[src/rtl/core/bez_pkg.sv]
package bez_pkg;

    localparam int DEFAULT_MAX_DEGREE = 12;
    localparam int TABLE_DEGREE       = 12;

    localparam int Q_W     = 17;
    localparam int COORD_W = 32;
    localparam int ALPHA_W = 26;
    localparam int BINOM_W = 10;
    localparam int MUL_A_W = 28;
    localparam int MUL_B_W = 33;
    localparam int MUL_P_W = MUL_A_W + MUL_B_W;
    localparam int ACC_W   = 48;

    localparam logic [Q_W-1:0] ONE_Q16 = 17'h10000;

    typedef logic [Q_W-1:0] q16_t;
    typedef logic signed [COORD_W-1:0] coord_t;

    typedef enum logic [3:0] {
        ST_IDLE,
        ST_POW_T,
        ST_POW_U,
        ST_POW_WB,
        ST_WEIGHT,
        ST_ALPHA,
        ST_TERM_X,
        ST_TERM_Y,
        ST_ACC_Y,
        ST_FINISH
    } bez_state_t;

    typedef logic [BINOM_W-1:0] binom_row_t [TABLE_DEGREE+1];

    localparam binom_row_t BINOM [TABLE_DEGREE+1] = '{
        '{10'd1, 10'd0, 10'd0, 10'd0, 10'd0, 10'd0, 10'd0,
          10'd0, 10'd0, 10'd0, 10'd0, 10'd0, 10'd0},
        '{10'd1, 10'd1, 10'd0, 10'd0, 10'd0, 10'd0, 10'd0,
          10'd0, 10'd0, 10'd0, 10'd0, 10'd0, 10'd0},
        '{10'd1, 10'd2, 10'd1, 10'd0, 10'd0, 10'd0, 10'd0,
          10'd0, 10'd0, 10'd0, 10'd0, 10'd0, 10'd0},
        '{10'd1, 10'd3, 10'd3, 10'd1, 10'd0, 10'd0, 10'd0,
          10'd0, 10'd0, 10'd0, 10'd0, 10'd0, 10'd0},
        '{10'd1, 10'd4, 10'd6, 10'd4, 10'd1, 10'd0, 10'd0,
          10'd0, 10'd0, 10'd0, 10'd0, 10'd0, 10'd0},
        '{10'd1, 10'd5, 10'd10, 10'd10, 10'd5, 10'd1, 10'd0,
          10'd0, 10'd0, 10'd0, 10'd0, 10'd0, 10'd0},
        '{10'd1, 10'd6, 10'd15, 10'd20, 10'd15, 10'd6, 10'd1,
          10'd0, 10'd0, 10'd0, 10'd0, 10'd0, 10'd0},
        '{10'd1, 10'd7, 10'd21, 10'd35, 10'd35, 10'd21, 10'd7,
          10'd1, 10'd0, 10'd0, 10'd0, 10'd0, 10'd0},
        '{10'd1, 10'd8, 10'd28, 10'd56, 10'd70, 10'd56, 10'd28,
          10'd8, 10'd1, 10'd0, 10'd0, 10'd0, 10'd0},
        '{10'd1, 10'd9, 10'd36, 10'd84, 10'd126, 10'd126, 10'd84,
          10'd36, 10'd9, 10'd1, 10'd0, 10'd0, 10'd0},
        '{10'd1, 10'd10, 10'd45, 10'd120, 10'd210, 10'd252, 10'd210,
          10'd120, 10'd45, 10'd10, 10'd1, 10'd0, 10'd0},
        '{10'd1, 10'd11, 10'd55, 10'd165, 10'd330, 10'd462, 10'd462,
          10'd330, 10'd165, 10'd55, 10'd11, 10'd1, 10'd0},
        '{10'd1, 10'd12, 10'd66, 10'd220, 10'd495, 10'd792, 10'd924,
          10'd792, 10'd495, 10'd220, 10'd66, 10'd12, 10'd1}
    };

endpackage

[src/rtl/core/bez_mul.sv]
module bez_mul (
    input  logic                                   clk,
    input  logic signed [bez_pkg::MUL_A_W-1:0]     mul_a,
    input  logic signed [bez_pkg::MUL_B_W-1:0]     mul_b,
    output logic signed [bez_pkg::MUL_P_W-1:0]     prod_reg
);

    always_ff @(posedge clk)
    begin
        prod_reg <= mul_a * mul_b;
    end

endmodule

[config.mk]
export PLATFORM = sky130hd
export DESIGN_NAME = bez_mul
export DESIGN_NICKNAME = d
export VERILOG_FILES = /design/src/rtl/core/bez_pkg.sv /design/src/rtl/core/bez_mul.sv
export SDC_FILE = /design/constraint.sdc
export NUM_CORES = 2
export LEC_CHECK = 0
export BUFFER_PORTS_ARGS = -buffer_cell sky130_fd_sc_hd__buf_2
export CAP_MARGIN = 20
export CORE_MARGIN = 2
export CORE_UTILIZATION = 50
export DETAILED_ROUTE_END_ITERATION = 10
export PLACE_DENSITY = 0.75
export SYNTH_ARGS = -nofsm -noshare
export SYNTH_HDL_FRONTEND = slang
export SYNTH_SLANG_ARGS = --single-unit
[constraint.sdc]
create_clock -name clk -period 9.9 [get_ports clk]
set_input_delay 0 -clock clk [delete_from_list [all_inputs] [get_ports clk]]
set_output_delay 0 -clock clk [all_outputs]
set_load 0.03 [all_outputs]
# Word-level counts from Yosys, hierarchy flattened
# Cells that the tools add are included.
[word_totals]
register_bits = 61
input_bits = 62
out_inout_bits = 61
elab_cells = 2
[op_classes]
multipliers = 1
[ops]
columns = ["cell", "count"]
rows = [
  ["multiplier 28 x 33 -> 61 bit", 1],
]

# Longest topological paths before layout
[depth]
depth_word = 1
mapped_depth = 30
ltp_nobuf = 27

# Least setup slack after synthesis
# No wires, ideal clock.
[synth_timing]
path_type = "input port to flip-flop"
start = "input mul_b[32] (netlist name)"
end = "register prod_reg[60] (netlist name)"
setup_time_ps = 121
t_arrival_ps = 7062
setup_slack_ps = 2717
cell_stages = 26
path_cell_list = "clkbuf_1 clkbuf_1 nand2_1 fa_1 inv_1 fa_1 inv_1 fa_1 fa_1 fa_1 fa_1 inv_1 fa_1 ha_1 ha_1 clkbuf_1 a21oi_1 o21ai_1 nor4_1 nand3b_1 nor3_1 o41ai_1 a41o_1 a221oi_1 o21ai_1 xnor2_1"
[synth_between]
elab_chain_cells = 1
[synth_rtl]
columns = ["item", "line_no", "text"]
rows = [
  ["start, declared", "bez_mul.sv:4", "input logic signed [bez_pkg::MUL_B_W-1:0] mul_b,"],
  ["multiplier 28 x 33 -> 61 bit", "bez_mul.sv:10", "prod_reg <= mul_a * mul_b;"],
  ["end signal, assigned", "bez_mul.sv:10", ""],
  ["end, declared", "bez_mul.sv:5", "output logic signed [bez_pkg::MUL_P_W-1:0] prod_reg"],
]
# Every way passes these cells.

# Worst setup path in the final report
[layout_timing]
start = "input mul_a[4] (netlist name)"
end = "register prod_reg[60] (netlist name)"
[layout_between]
elab_chain_cells = 1
[layout_rtl]
columns = ["item", "line_no", "text"]
rows = [
  ["start, declared", "bez_mul.sv:3", "input logic signed [bez_pkg::MUL_A_W-1:0] mul_a,"],
  ["multiplier 28 x 33 -> 61 bit", "bez_mul.sv:10", ""],
]
# Every way passes these cells.

==> reports/results.env <==
RUN_STATUS='finished clean'
NETLIST.AREA_LEADER.SHARE_PCT=56.39
YOSYS_WARNINGS=0
POST_DRT_VIA_CELL_RATIO=5.275
TIMING.FINAL.MAX_SLEW_VIOLATIONS=0
CRITPATHMAXFANOUT=33
ROUTE.VIAS.TOTAL=23361
WORST_PATH_MOST_REPEATED_CELL='sky130_fd_sc_hd__fa_1'
ROUTE.ANTENNA.REMAINING_NETS=0
POST-ROUTE-PERIOD-UTIL_PCT=92.72
DIE_H_UM=264.1
ACHIEVABLE-FREQUENCY_MHz=108.9
GRT_MAX_DEGREE=34
SYNTHARSTFLOPSHARE_PCT=0
FINAL_CELL_MIX='953 x sky130_fd_sc_hd__fa_1, 919 x sky130_fd_sc_hd__inv_1, 476 x sky130_fd_sc_hd__and2_1, 455 x sky130_fd_sc_hd__nand2_1, 195 x sky130_fd_sc_hd__ha_1'
TIMING_HOLD_VIOLATIONS_FINAL=0
POSTROUTEWIRELENGTH_UM=85730
CPMAXSTAGEDELAYCELL='sky130_fd_sc_hd__fa_1'
SETUP_VIOL=0
WORST-PATH-STAGES=25
NETS=4757
TIMING.SETUP.TNS_NS=0
WORST_SLEW_PIN_SLEW_NS=1.121
HP-START='mul_a[0]'
SYN_AREA_PER_CELL_UM2=9.419
CRIT_TYPE='input port to register'
HOLDCRITPATHCLASS='input port to register'
GP_CONGESTION=0.9275
DRC=0
LARGEST_REGISTER_FF_COUNT=61
CORE_UM2=67040
YS_SEQ_AREA_SHARE_PCT=3.609
POST_SYNTH_INSTANCE_AREA_UM2=33830
TIMING.MAX_SLEW.REL_SLACK_PCT=24.45
GRT_REMAINING_OVERFLOW=0
MOSTFREQUENTLAYOUTCELL='sky130_fd_sc_hd__fa_1'
CTS_TREE='done'
MIN_TO='prod_reg[0]'
DRV_CAP=0
CRIT_PATH_REQUIRED_TIME_NS=10.19
CP_NUM_BUF_INV=5
MEAN_ROUTED_WIRELENGTH_PER_CELL_UM=19.36
SYNTH_ENABLE_FLOP_CELLS=0
SYN-NUM-NETS=4802
NETLIST_INSTANCES=3592
NETLIST_TOP_CELLS_AREA='sky130_fd_sc_hd__fa_1 56%, sky130_fd_sc_hd__inv_1 10%, sky130_fd_sc_hd__and2_1 8.8%'
END_KIND='register'
WIRE_LENGTH_OF_THE_FIRST_GLOBAL_ROUTING_PASS_UM=142200
DETAILEDROUTE.FIRSTITERATIONVIOLATIONS=1525
TRITONCTS_NUM_SINKS=61
BOUNDARYPINS=123
GRT_SETUP_UNREPAIRED='false'
HPWL_UM=68560
INITIAL_ANTENNA_VIOLATION_COUNT=10
DESIGN.DIE.AREA_UM2=69760
AREA_DELTA_SYNTH_FINAL_PCT=4.190
CTS.REPAIR.RESIZED=0
YS_FF_LATCH=61
DETAIL_ROUTE.FIRST_PASS.ITERATIONS=5
SYNTHDOMINANTAREACELLTYPE='sky130_fd_sc_hd__fa_1'
FLOORPLAN.ROWS=95
PORTBUFFERS=122
HOLDPATHSTAGES=2
PERIOD_NEEDED_NS=9.179
TRITONCTS.NUM_BUFFERS=9
HTREE_NUM_LEVELS=3
GRT_USE_TOTAL_PCT=26.53
FINALCOREUTILIZATION_PCT=52.58
CLK_PIN_SLEW_WORST_PATHS_NS=0.06
SYNTHDISTINCTLIBCELLS=51
ARRIVAL_NS=9.47
INITIAL_CORE_UTIL_PCT=50.47
POST-CTS-SETUP-BUFFER-COUNT=0
CRITICAL_PATH.TOP_DELAY_FAMILY='adder cells'
DIE-WIDTH_UM=264.1
CRITICAL_PATH.MAX_STAGE_DELAY_NS=0.81
CLOCK_TREE.BUFFER_DEPTH=2
GRT_PASS1_VIAS=26350
CLOCKROOTBUFFER='sky130_fd_sc_hd__clkbuf_16'
HOLDBUFCOUNTCTS=0
SYNTHFLOPTYPE='sky130_fd_sc_hd__dfxtp_1'
WORST_SETUP_PATH_START_KIND='input port'
DRIVE_GT1_SHARE_PCT=4.589
how the worst max path moves through the flow:
stage               startpoint      endpoint  slack (ns)
global route         mul_b[32]  prod_reg[60]        0.30
CTS                  mul_b[32]  prod_reg[60]        0.48
detailed placement   mul_b[32]  prod_reg[60]        0.07
global placement     mul_b[32]  prod_reg[60]        0.05
floorplan            mul_b[32]  prod_reg[60]        2.72
finish                mul_a[4]  prod_reg[60]        0.72
Yosys cell counts, drive strengths merged (3+ instances only):
| cell type | count |
|---|---|
| fa | 953 |
| xnor2 | 50 |
| clkbuf | 188 |
| a211oi | 5 |
| a41oi | 4 |
| nor3 | 5 |
| a21o | 26 |
| nand2b | 19 |
| nand3 | 12 |
| and3 | 7 |
| nand2 | 455 |
| inv | 919 |
| nand4 | 6 |
| buf | 3 |
| and2 | 476 |
| o31ai | 3 |
| nor2b | 7 |
| nor2 | 40 |
| a21oi | 65 |
| a31oi | 7 |
| dfxtp | 61 |
| ha | 195 |
| xor2 | 19 |
| o211ai | 3 |
| o21a | 3 |
| o21ai | 29 |
| o21bai | 10 |
routing by layer:
layer | vias up | share of wire (%) | global-route usage, %
met5 | - | 0.058 | 0
met4 | 8 | 4.5 | 10.80
met3 | 226 | 7.3 | 5.257
met2 | 869 | 50 | 45.14
met1 | 12185 | 38 | 33.28
li1 | 10073 | - | -
layout make-up:
type | instances | area (um^2)
flip-flops and latches | 61 | 1221
well taps | 873 | 1092
multi-input cells | 2421 | 28450
diodes | 4 | 10.01
fillers | 6068 | 31790
repair buffers | 135 | 708.2
inverters | 919 | 3450
clock buffers | 9 | 225.2
clock inverters | 7 | 97.59
metrics by stage:
step	instance area [um^2]	hold WS [ns]	setup slack, ns	std cells
after floorplan	33830	0.1273	2.717	3592
final	35250	0.2287	0.7207	4429
after CTS	35240	0.2220	0.4779	4425
after global placement	34910	0.4350	0.05406	4409
after global routing	35250	0.2675	0.2972	4427
after detailed placement	34910	0.4333	0.07448	4409
kinds of logic after synthesis:
family | after synthesis | share of synthesized area (%)
flip-flops | 61 | 3.609
AO/OA/AOI/OAI | 165 | 3.136
XOR/XNOR | 69 | 1.786
adder cells (fa/ha/maj) | 1148 | 63.60
AND/OR/NAND/NOR | 1039 | 15.54
buffers and inverters | 1110 | 12.33
Power is left out: the tool's default activity adds up to more than one toggle a clock period on the data nets, which glitch-free logic cannot reach.
